### src/hdl/assert_macros.svh
// ---------------------------------------------------------------------------
// Assertion macros
// Concurrent assertion helpers; define NO_ASSERTIONS to compile them away.
// ---------------------------------------------------------------------------
`ifndef ASSERT_MACROS_SVH
`define ASSERT_MACROS_SVH
`ifndef NO_ASSERTIONS
`define ASSERT_IMPLY(lbl, clk, rst, pre, post, msg) \
  lbl: assert property (@(posedge clk) disable iff (rst) (pre) |-> (post)) else $error(msg);
`define ASSERT_NEVER(lbl, clk, rst, cond, msg) \
  lbl: assert property (@(posedge clk) disable iff (rst) !(cond)) else $error(msg);
`else
`define ASSERT_IMPLY(lbl, clk, rst, pre, post, msg)
`define ASSERT_NEVER(lbl, clk, rst, cond, msg)
`endif
`endif

### src/hdl/east_pkg.sv
// ---------------------------------------------------------------------------
// east_pkg
// Widths, constants and helpers shared by the encoder tracker files.
// ---------------------------------------------------------------------------
`timescale 1ns / 1ps
`default_nettype none
package east_pkg;

  localparam int FRAME_W      = 16;
  localparam int POS_W        = 14;
  localparam int ANGLE_W      = 25;
  localparam int SPEED_W      = 32;
  localparam int TURN_ANGLE_W = 48;
  localparam int SCALE_W      = 24;
  localparam int ALPHA_W      = 17;
  localparam int GAIN_W       = 24;
  localparam int OFFSET_W     = 26;
  localparam int CFG_IDX_W    = 3;
  localparam int CFG_DATA_W   = 26;

  // shared shift-add multiplier and modulo datapath
  localparam int ACC_W = 86;
  localparam int MB_W  = 25;
  localparam int MV_W  = 33;
  localparam int CNT_W = 5;

  localparam logic [ANGLE_W-1:0] DEG360 = 25'd23592960;
  localparam logic [ANGLE_W-1:0] DEG180 = 25'd11796480;
  localparam logic [POS_W-1:0]   POS_MAX = 14'h3FFF;

  localparam logic [CFG_IDX_W-1:0] CFG_COUNT_SCALE = 3'd0;
  localparam logic [CFG_IDX_W-1:0] CFG_REVERSE     = 3'd1;
  localparam logic [CFG_IDX_W-1:0] CFG_ANGLE_ALPHA = 3'd2;
  localparam logic [CFG_IDX_W-1:0] CFG_SPEED_ALPHA = 3'd3;
  localparam logic [CFG_IDX_W-1:0] CFG_SPEED_GAIN  = 3'd4;
  localparam logic [CFG_IDX_W-1:0] CFG_TURN_OFFSET = 3'd5;
  localparam logic [CFG_IDX_W-1:0] CFG_TURN_ALPHA  = 3'd6;

  localparam logic signed [ACC_W-1:0] SPEED_MAX =
    signed'((ACC_W'(1) << (SPEED_W - 1)) - ACC_W'(1));
  localparam logic signed [ACC_W-1:0] TURN_MAX =
    signed'((ACC_W'(1) << (TURN_ANGLE_W - 1)) - ACC_W'(1));

  function automatic logic signed [SPEED_W-1:0] sat_speed(
    input logic signed [ACC_W-1:0] v);
    logic signed [ACC_W-1:0] r;
    if (v > SPEED_MAX) r = SPEED_MAX;
    else if (v < ~SPEED_MAX) r = ~SPEED_MAX;
    else r = v;
    return signed'(r[SPEED_W-1:0]);
  endfunction

  function automatic logic signed [TURN_ANGLE_W-1:0] sat_turn(
    input logic signed [ACC_W-1:0] v);
    logic signed [ACC_W-1:0] r;
    if (v > TURN_MAX) r = TURN_MAX;
    else if (v < ~TURN_MAX) r = ~TURN_MAX;
    else r = v;
    return signed'(r[TURN_ANGLE_W-1:0]);
  endfunction

endpackage
`default_nettype wire

### src/hdl/east_if.sv
// ---------------------------------------------------------------------------
// east channel interfaces
// Valid/ready channels for frames, results and register writes.
// ---------------------------------------------------------------------------
`timescale 1ns / 1ps
`default_nettype none
interface east_frame_if
  import east_pkg::*;
  ();
  logic               valid;
  logic               ready;
  logic [FRAME_W-1:0] raw_frame;
  modport source (output valid, output raw_frame, input ready);
  modport sink (input valid, input raw_frame, output ready);
endinterface

interface east_result_if
  import east_pkg::*;
  ();
  logic                           valid;
  logic                           ready;
  logic                           parity_ok;
  logic [POS_W-1:0]               position;
  logic [ANGLE_W-1:0]             angle;
  logic signed [SPEED_W-1:0]      speed;
  logic signed [TURN_ANGLE_W-1:0] multi_turn_angle;
  modport source (output valid, output parity_ok, output position, output angle,
                  output speed, output multi_turn_angle, input ready);
  modport sink (input valid, input parity_ok, input position, input angle,
                input speed, input multi_turn_angle, output ready);
endinterface

interface east_cfg_if
  import east_pkg::*;
  ();
  logic                  valid;
  logic                  ready;
  logic [CFG_IDX_W-1:0]  index;
  logic [CFG_DATA_W-1:0] data;
  modport source (output valid, output index, output data, input ready);
  modport sink (input valid, input index, input data, output ready);
endinterface
`default_nettype wire

### src/hdl/encoder_angle_speed_tracker.sv
// ---------------------------------------------------------------------------
// Encoder angle and speed tracker
// Parity check, angle IIR, speed IIR and multi-turn angle per encoder frame.
// ---------------------------------------------------------------------------
// One frame request is taken while the block is idle and answered with one
// result request. The work runs on one shared shift-add multiplier that
// consumes one multiplier bit per cycle (14, 17, 24, 17, 25 and 17 bits for
// the position scale, angle weight, speed gain, speed weight, turn scale and
// turn weight), plus eight-step modulo-360 reductions (a fold of a negative
// value, then compare and subtract of 360 shifted by 6 down to 0). The frame
// input reads ready only in idle; the result is held until taken. Register
// writes are always accepted and are meant to be issued while no frame is in
// flight.
`timescale 1ns / 1ps
`default_nettype none
`include "assert_macros.svh"
module encoder_angle_speed_tracker
  import east_pkg::*;
#(
  parameter int TURN_BITS = 24
) (
  input  logic        clk,
  input  logic        rst,
  east_cfg_if.sink    cfg,
  east_frame_if.sink  frames,
  east_result_if.source results
);

  typedef enum logic [3:0] {
    S_IDLE, S_RAW_MUL, S_AD_MOD, S_AW_MUL, S_AM_MOD, S_SD_MOD,
    S_SI_MUL, S_SW_MUL, S_TM_MUL, S_TW_MUL, S_DONE
  } state_t;

  localparam logic signed [MV_W-1:0]  MV_DEG360 = signed'(MV_W'(DEG360));
  localparam logic signed [MV_W-1:0]  MV_DEG180 = signed'(MV_W'(DEG180));
  localparam logic signed [ACC_W-1:0] RND16 = ACC_W'(32768);
  localparam logic signed [ACC_W-1:0] RND8  = ACC_W'(128);
  localparam logic [2:0] K_NEG = 3'd7;

  state_t state;

  // configuration
  logic [SCALE_W-1:0]         count_scale;
  logic                       reverse_direction;
  logic [ALPHA_W-1:0]         angle_alpha;
  logic [ALPHA_W-1:0]         speed_alpha;
  logic [GAIN_W-1:0]          speed_gain;
  logic signed [OFFSET_W-1:0] turn_offset;
  logic [ALPHA_W-1:0]         turn_alpha;

  // tracker state
  logic                           ok;
  logic [POS_W-1:0]               last_position;
  logic [ANGLE_W-1:0]             fa;
  logic [ANGLE_W-1:0]             pa;
  logic signed [SPEED_W-1:0]      fs;
  logic [TURN_BITS-1:0]           turn_count;
  logic signed [TURN_ANGLE_W-1:0] fta;

  // shared multiplier: acc += ma when the low bit of mb is set
  logic signed [ACC_W-1:0] acc;
  logic signed [ACC_W-1:0] ma;
  logic [MB_W-1:0]         mb;
  logic [CNT_W-1:0]        mcnt;

  // modulo unit
  logic signed [MV_W-1:0] mv;
  logic [2:0]             kcnt;

  logic signed [ACC_W-1:0] acc_next;
  logic signed [ACC_W-1:0] mul_q16;
  logic signed [ACC_W-1:0] mul_q8;
  logic signed [MV_W-1:0]  mod_next;
  logic signed [MV_W-1:0]  mod_sub;
  logic signed [MV_W-1:0]  d_mv;
  logic signed [MV_W-1:0]  fa_mv;
  logic signed [MV_W-1:0]  pa_mv;
  logic signed [MV_W-1:0]  d_turn;
  logic [TURN_BITS-1:0]    tc_next;
  logic                    mul_last;
  logic                    mod_last;
  logic                    mod_active;
  logic                    frame_ok;
  logic [POS_W-1:0]        pos_dir;

  assign acc_next = acc + (mb[0] ? ma : '0);
  assign mul_q16  = acc_next >>> 16;
  assign mul_q8   = acc_next >>> 8;
  assign mul_last = (mcnt == CNT_W'(1));
  assign mod_last = (kcnt == 3'd0);
  assign mod_active = (state == S_AD_MOD) || (state == S_AM_MOD) || (state == S_SD_MOD);

  // one restoring step: fold a negative value once, then strip 360 << k
  always_comb begin
    mod_sub = signed'(MV_W'(DEG360) << kcnt);
    if (kcnt == K_NEG) begin
      mod_next = (mv < 0) ? mv + MV_DEG360 : mv;
    end else begin
      mod_next = (mv >= mod_sub) ? mv - mod_sub : mv;
    end
  end

  assign d_mv  = mod_next - MV_DEG180;
  assign fa_mv = signed'(MV_W'(fa));
  assign pa_mv = signed'(MV_W'(pa));

  // count a turn when the filtered angle change jumps past half a revolution
  assign d_turn = fa_mv - pa_mv;
  always_comb begin
    if (d_turn < -MV_DEG180) tc_next = turn_count + TURN_BITS'(1);
    else if (d_turn > MV_DEG180) tc_next = turn_count - TURN_BITS'(1);
    else tc_next = turn_count;
  end

  assign frame_ok = ((^frames.raw_frame[FRAME_W-2:0]) == frames.raw_frame[FRAME_W-1]);
  assign pos_dir  = reverse_direction ? POS_MAX - frames.raw_frame[POS_W-1:0]
                                      : frames.raw_frame[POS_W-1:0];

  // register writes
  assign cfg.ready = 1'b1;
  always_ff @(posedge clk) begin
    if (rst) begin
      count_scale       <= 24'd368640;
      reverse_direction <= 1'b0;
      angle_alpha       <= 17'd65536;
      speed_alpha       <= 17'd65536;
      speed_gain        <= 24'd426667;
      turn_offset       <= '0;
      turn_alpha        <= 17'd65536;
    end else if (cfg.valid) begin
      case (cfg.index)
        CFG_COUNT_SCALE: count_scale       <= cfg.data[SCALE_W-1:0];
        CFG_REVERSE:     reverse_direction <= cfg.data[0];
        CFG_ANGLE_ALPHA: angle_alpha       <= cfg.data[ALPHA_W-1:0];
        CFG_SPEED_ALPHA: speed_alpha       <= cfg.data[ALPHA_W-1:0];
        CFG_SPEED_GAIN:  speed_gain        <= cfg.data[GAIN_W-1:0];
        CFG_TURN_OFFSET: turn_offset       <= signed'(cfg.data);
        CFG_TURN_ALPHA:  turn_alpha        <= cfg.data[ALPHA_W-1:0];
        default: ;
      endcase
    end
  end

  // sequencer
  always_ff @(posedge clk) begin
    if (rst) begin
      state         <= S_IDLE;
      ok            <= 1'b0;
      last_position <= '0;
      fa            <= '0;
      pa            <= '0;
      fs            <= '0;
      turn_count    <= '0;
      fta           <= '0;
      mcnt          <= '0;
      kcnt          <= '0;
    end else begin
      // advance the multiplier and modulo unit every cycle; terminals override
      acc  <= acc_next;
      ma   <= ma <<< 1;
      mb   <= mb >> 1;
      mcnt <= mcnt - CNT_W'(1);
      mv   <= mod_next;
      kcnt <= kcnt - 3'd1;
      case (state)
        S_IDLE: begin
          if (frames.valid) begin
            ok <= frame_ok;
            if (frame_ok) begin
              last_position <= pos_dir;
              acc   <= RND8;
              ma    <= ACC_W'(count_scale);
              mb    <= MB_W'(pos_dir);
              mcnt  <= CNT_W'(POS_W);
              state <= S_RAW_MUL;
            end else begin
              mv    <= fa_mv - pa_mv + MV_DEG180;
              kcnt  <= K_NEG;
              state <= S_SD_MOD;
            end
          end
        end
        S_RAW_MUL: begin
          if (mul_last) begin
            mv    <= signed'(mul_q8[MV_W-1:0]) + MV_DEG180 - fa_mv;
            kcnt  <= K_NEG;
            state <= S_AD_MOD;
          end
        end
        S_AD_MOD: begin
          if (mod_last) begin
            acc   <= RND16;
            ma    <= ACC_W'(d_mv);
            mb    <= MB_W'(angle_alpha);
            mcnt  <= CNT_W'(ALPHA_W);
            state <= S_AW_MUL;
          end
        end
        S_AW_MUL: begin
          if (mul_last) begin
            mv    <= fa_mv + signed'(mul_q16[MV_W-1:0]);
            kcnt  <= K_NEG;
            state <= S_AM_MOD;
          end
        end
        S_AM_MOD: begin
          if (mod_last) begin
            fa    <= mod_next[ANGLE_W-1:0];
            mv    <= mod_next - pa_mv + MV_DEG180;
            kcnt  <= K_NEG;
            state <= S_SD_MOD;
          end
        end
        S_SD_MOD: begin
          if (mod_last) begin
            acc   <= RND16;
            ma    <= ACC_W'(d_mv);
            mb    <= MB_W'(speed_gain);
            mcnt  <= CNT_W'(GAIN_W);
            state <= S_SI_MUL;
          end
        end
        S_SI_MUL: begin
          if (mul_last) begin
            acc   <= RND16;
            ma    <= mul_q16 - ACC_W'(fs);
            mb    <= MB_W'(speed_alpha);
            mcnt  <= CNT_W'(ALPHA_W);
            state <= S_SW_MUL;
          end
        end
        S_SW_MUL: begin
          if (mul_last) begin
            fs         <= sat_speed(ACC_W'(fs) + mul_q16);
            turn_count <= tc_next;
            // seed the accumulator with angle + offset - filtered turn angle
            acc   <= ACC_W'(fa) + ACC_W'(turn_offset) - ACC_W'(fta);
            ma    <= ACC_W'(signed'(tc_next));
            mb    <= MB_W'(DEG360);
            mcnt  <= CNT_W'(ANGLE_W);
            state <= S_TM_MUL;
          end
        end
        S_TM_MUL: begin
          if (mul_last) begin
            acc   <= RND16;
            ma    <= acc_next;
            mb    <= MB_W'(turn_alpha);
            mcnt  <= CNT_W'(ALPHA_W);
            state <= S_TW_MUL;
          end
        end
        S_TW_MUL: begin
          if (mul_last) begin
            fta   <= sat_turn(ACC_W'(fta) + mul_q16);
            pa    <= fa;
            state <= S_DONE;
          end
        end
        S_DONE: begin
          // hold the result until the request is taken
          if (results.ready) state <= S_IDLE;
        end
        default: state <= S_IDLE;
      endcase
    end
  end

  assign frames.ready             = (state == S_IDLE);
  assign results.valid            = (state == S_DONE);
  assign results.parity_ok        = ok;
  assign results.position         = last_position;
  assign results.angle            = fa;
  assign results.speed            = fs;
  assign results.multi_turn_angle = fta;

  `ASSERT_NEVER(a_busy_excl, clk, rst, frames.ready && results.valid, "frame taken while result pending")
  `ASSERT_IMPLY(a_angle_range, clk, rst, 1'b1, fa < DEG360, "filtered angle out of range")
  `ASSERT_IMPLY(a_mod_range, clk, rst, mod_active && mod_last, mod_next >= 0 && mod_next < MV_DEG360, "modulo result out of range")
  `ASSERT_IMPLY(a_done_src, clk, rst, state == S_DONE, $past(state) == S_TW_MUL || $past(state) == S_DONE, "result shown without finishing")

endmodule
`default_nettype wire

### src/flat_wrapper.sv
// flat-port wrapper written by rule: the top's interface ports become plain ports
module encoder_angle_speed_tracker_flat import east_pkg::*;
#(
  parameter int TURN_BITS = 24
)
  (clk, rst, cfg_valid, cfg_index, cfg_data, cfg_ready, frames_valid, frames_raw_frame, frames_ready, results_valid, results_parity_ok, results_position, results_angle, results_speed, results_multi_turn_angle, results_ready);
  east_cfg_if cfg_i ();
  east_frame_if frames_i ();
  east_result_if results_i ();
  input  logic clk;
  input  logic rst;
  input wire logic [$bits(cfg_i.valid)-1:0] cfg_valid;
  input wire logic [$bits(cfg_i.index)-1:0] cfg_index;
  input wire logic [$bits(cfg_i.data)-1:0] cfg_data;
  output wire logic [$bits(cfg_i.ready)-1:0] cfg_ready;
  input wire logic [$bits(frames_i.valid)-1:0] frames_valid;
  input wire logic [$bits(frames_i.raw_frame)-1:0] frames_raw_frame;
  output wire logic [$bits(frames_i.ready)-1:0] frames_ready;
  output wire logic [$bits(results_i.valid)-1:0] results_valid;
  output wire logic [$bits(results_i.parity_ok)-1:0] results_parity_ok;
  output wire logic [$bits(results_i.position)-1:0] results_position;
  output wire logic [$bits(results_i.angle)-1:0] results_angle;
  output wire logic [$bits(results_i.speed)-1:0] results_speed;
  output wire logic [$bits(results_i.multi_turn_angle)-1:0] results_multi_turn_angle;
  input wire logic [$bits(results_i.ready)-1:0] results_ready;
  assign cfg_i.valid = cfg_valid;
  assign cfg_i.index = cfg_index;
  assign cfg_i.data = cfg_data;
  assign cfg_ready = cfg_i.ready;
  assign frames_i.valid = frames_valid;
  assign frames_i.raw_frame = frames_raw_frame;
  assign frames_ready = frames_i.ready;
  assign results_valid = results_i.valid;
  assign results_parity_ok = results_i.parity_ok;
  assign results_position = results_i.position;
  assign results_angle = results_i.angle;
  assign results_speed = results_i.speed;
  assign results_multi_turn_angle = results_i.multi_turn_angle;
  assign results_i.ready = results_ready;
  encoder_angle_speed_tracker #(.TURN_BITS(TURN_BITS)) u_core (.clk(clk), .rst(rst), .cfg(cfg_i), .frames(frames_i), .results(results_i));
endmodule
### config.mk
export PLATFORM = sky130hd
export DESIGN_NAME = encoder_angle_speed_tracker_flat
export DESIGN_NICKNAME = d
export VERILOG_FILES = /design/src/hdl/east_pkg.sv /design/src/hdl/east_if.sv /design/src/hdl/encoder_angle_speed_tracker.sv /design/src/flat_wrapper.sv
export VERILOG_INCLUDE_DIRS = /design/src /design/src/hdl
export SDC_FILE = /design/constraint.sdc
export NUM_CORES = 2
export LEC_CHECK = 0
export BUFFER_PORTS_ARGS = -buffer_cell sky130_fd_sc_hd__buf_2
export CAP_MARGIN = 20
export CORE_ASPECT_RATIO = 1.25
export CORE_UTILIZATION = 45
export CTS_BUF_LIST = sky130_fd_sc_hd__clkbuf_4 sky130_fd_sc_hd__clkbuf_8
export CTS_CLUSTER_DIAMETER = 100
export CTS_CLUSTER_SIZE = 30
export DETAILED_ROUTE_END_ITERATION = 7
export SLEW_MARGIN = 20
export SYNTH_ARGS = -nofsm -noshare
export SYNTH_HDL_FRONTEND = slang
export SYNTH_SLANG_ARGS = --single-unit
### constraint.sdc
create_clock -name clk -period 10.7 [get_ports clk]
set_input_delay 1.07 -clock clk [delete_from_list [all_inputs] [get_ports clk]]
set_output_delay 1.07 -clock clk [all_outputs]
set_load 0.02 [all_outputs]
==> impl_metrics.json <==
{
  "run_status": "finished with violations",
  "violations": "design-rule violations",
  "cts_tree": "yes",
  "yosysWarnings": 0,
  "grt_pass1_vias": 56800,
  "cts.sinks": 537,
  "cts_max_path_buffers": 3,
  "worstHoldPathType": "primary input to register",
  "cp_data_arrival_time_ns": 11.13,
  "ys_ff_latch": 537,
  "path_clk_slew_ns": 0.20,
  "dieWidth_um": 319,
  "dp_hpwl_mm": 215,
  "placed_area_um2": 59100,
  "critPathLaunchType": "register",
  "drt_iter0_markers": 5762,
  "vias": 59400,
  "finalSetupViolations": 0,
  "routabilityCongestion": 1.06,
  "syn-num-nets": 8144,
  "max_slew_margin_pct": 1.61,
  "netlist_top_cells_count": "nand2_1, a21oi_1, nor2_1",
  "design.core.area_um2": 124000,
  "crit_path_end_kind": "register",
  "setup_slack_ns": 0.248,
  "fin_area_um2": 60000,
  "clkLatencyLatePin_ns": 0.89,
  "nNetsFinal": 8100,
  "ctsHoldBuffers": 0,
  "path_class": "register to register",
  "vias_per_cell": 6.53,
  "async_flop_share_pct": 0,
  "start_util_pct": 45.6,
  "fin_crit_ns": 10.45,
  "root_buffer": "clkbuf_8",
  "grt_overflow_total": 0,
  "grt_max_degree": 159,
  "cp.required_ns": 11.38,
  "first_pass_iters": 8,
  "ant_nets": 0,
  "ff2ff_path_depth": 28,
  "track_usage_pct": 41.1,
  "min_period_over_period_pct": 97.7,
  "syn_area_um2": 56500,
  "row_count": 144,
  "max_freq_ghz": 0.0957,
  "skew_ns": 0.116,
  "final_util_pct": 48.4,
  "die_y_um": 398,
  "grt_setup_unrepaired": "no",
  "synthFlopType": "dfxtp_1",
  "h-tree-depth": 1,
  "drive_above_1_share_pct": 6.54,
  "whs_path_depth": 3,
  "worst_pin_slew_ns": 1.48,
  "antenna_found_initial": 13,
  "die_area_um2": 127000,
  "wl_per_cell_um": 29.8,
  "syn_avg_cell_area_um2": 7.53,
  "path_max_fanout": 63,
  "synth.area.top_cells": "ha_1, edfxtp_1, dfxtp_1",
  "synth_top_area_share_pct": 12.5,
  "yosys.area.top_type": "ha_1",
  "syn_inst": 7499,
  "grt_pass1_wl_mm": 387,
  "yosysMostFrequentCell": "nand2_1",
  "maxCapViolations": 0,
  "portBuffers": 171,
  "pre_cts_ws_ns": 0.284,
  "ioPinCount": 173,
  "cts_made_buffers": 30,
  "slew_viol_final": 0,
  "cpPeakStageDelay_ns": 0.90,
  "drt-total-wl_mm": 270,
  "slowest_stage": "a2111oi_0",
  "remaining_drc_errors": 10,
  "area_delta_synth_final_pct": 6.19,
  "ys_seq_area_share_pct": 23.1,
  "synth.distinct_cells": 102,
  "tns_ns": 0,
  "hold_viol": 0,
  "synth_edf_count": 230
}
==> per-stage QoR <==
stage,instances,hold WS (ns)
after global placement,9028,0.441
after global routing,9087,0.434
after CTS,9084,0.402
after floorplan,7499,0.434
final,9088,0.461
after detailed placement,9028,0.444
==> registers in the layout (all words and copies together), names as in the netlist, named ones only <==
signal	count
u_core.turn_count	24
u_core.results.angle	25
u_core.results.position	14
u_core.count_scale	24
u_core.pa	25
u_core.results.parity_ok	1
u_core.speed_gain	24
u_core.acc	86
u_core.turn_offset	26
u_core.speed_alpha	17
u_core.results.multi_turn_angle	48
u_core.results.speed	32
u_core.mv	30
u_core.kcnt	3
u_core.state	4
u_core.mcnt	5
u_core.turn_alpha	17
u_core.reverse_direction	1
u_core.ma	86
u_core.angle_alpha	17
u_core.mb	25
==> logic make-up after synthesis <==
family	Yosys count	share of synthesized area, %
other	1	0.00664
DFF	537	23.1
muxes	34	0.614
adders and majority gates	595	13.6
and+or+nand+nor	2438	20.2
buffers and inverters	867	5.90
AOI/OAI and AO/OA	2537	28.9
xor gates and xnor gates	490	7.60
==> final timing paths <==
path / startpoint / to / slack (ns)
hold reg to reg: u_core.pa[13]$_SDFFE_PP0P_ / u_core.pa[13]$_SDFFE_PP0P_ / 0.46
setup / recovery: u_core.mb[0]$_DFFE_PN_ / u_core.results.multi_turn_angle[7]$_SDFFE_PP0P_ / 0.25
hold / removal: cfg_data[24] / u_core.turn_offset[24]$_SDFFE_PP0P_ / 0.46
setup reg to reg: u_core.mb[0]$_DFFE_PN_ / u_core.results.multi_turn_angle[7]$_SDFFE_PP0P_ / 0.25
==> final cells by class <==
class	count	area, um2
fill	12600	63800
multi-input combinational	6095	40300
sequential	537	13100
timing repair buffer	321	2050
tap	1606	2010
inverter	470	1770
clock buffer	35	457
clock inverter	21	333
antenna	3	7.51
==> metal layers <==
metal | track usage, % | wire length, um | vias up
met5 | 0 | 56 | -
met1 | 44.1 | 96300 | 28500
met2 | 68.8 | 124000 | 2729
met4 | 41.9 | 33200 | 8
met3 | 4.96 | 16500 | 914
li1 | - | - | 27300
==> cell usage in the layout (no fill, tap or decap), types with 79 or more instances in the layout <==
master | Yosys | layout
nand2_1 | 871 | 870
edfxtp_1 | 230 | 230
nor2_1 | 580 | 572
xor2_1 | 162 | 161
o22ai_1 | 84 | 83
buf_2 | 26 | 170
inv_1 | 466 | 464
o21ai_0 | 483 | 482
a21o_1 | 169 | 169
nor3_1 | 146 | 142
a211oi_1 | 101 | 101
dfxtp_1 | 307 | 306
nand2b_1 | 86 | 86
ha_1 | 562 | 562
and2_1 | 116 | 115
xnor2_1 | 328 | 323
nand4_1 | 99 | 99
a21oi_1 | 812 | 811
nor2b_1 | 82 | 82
buf_4 | 5 | 144
nand3_1 | 163 | 160
a221oi_1 | 79 | 79
o21bai_1 | 91 | 91
==> worst max-delay path, delay by kind of cell (launching register included) <==
family / cells / cell delay, ns
AO/OA/AOI/OAI: 12 / 4.74
AND/OR/NAND/NOR: 9 / 1.55
buffers and inverters: 4 / 1.50
adder cells (fa/ha/maj): 2 / 0.91
flip-flops: 1 / 0.85
XOR/XNOR: 1 / 0.61
==> what timing repair did <==
item,CTS,global route
setup buffers,0,1
setup endpoints to repair,0,90
gates resized for setup,0,3
Power is left out: the tool's default activity adds up to more than one toggle a clock period on the data nets, which glitch-free logic cannot reach.
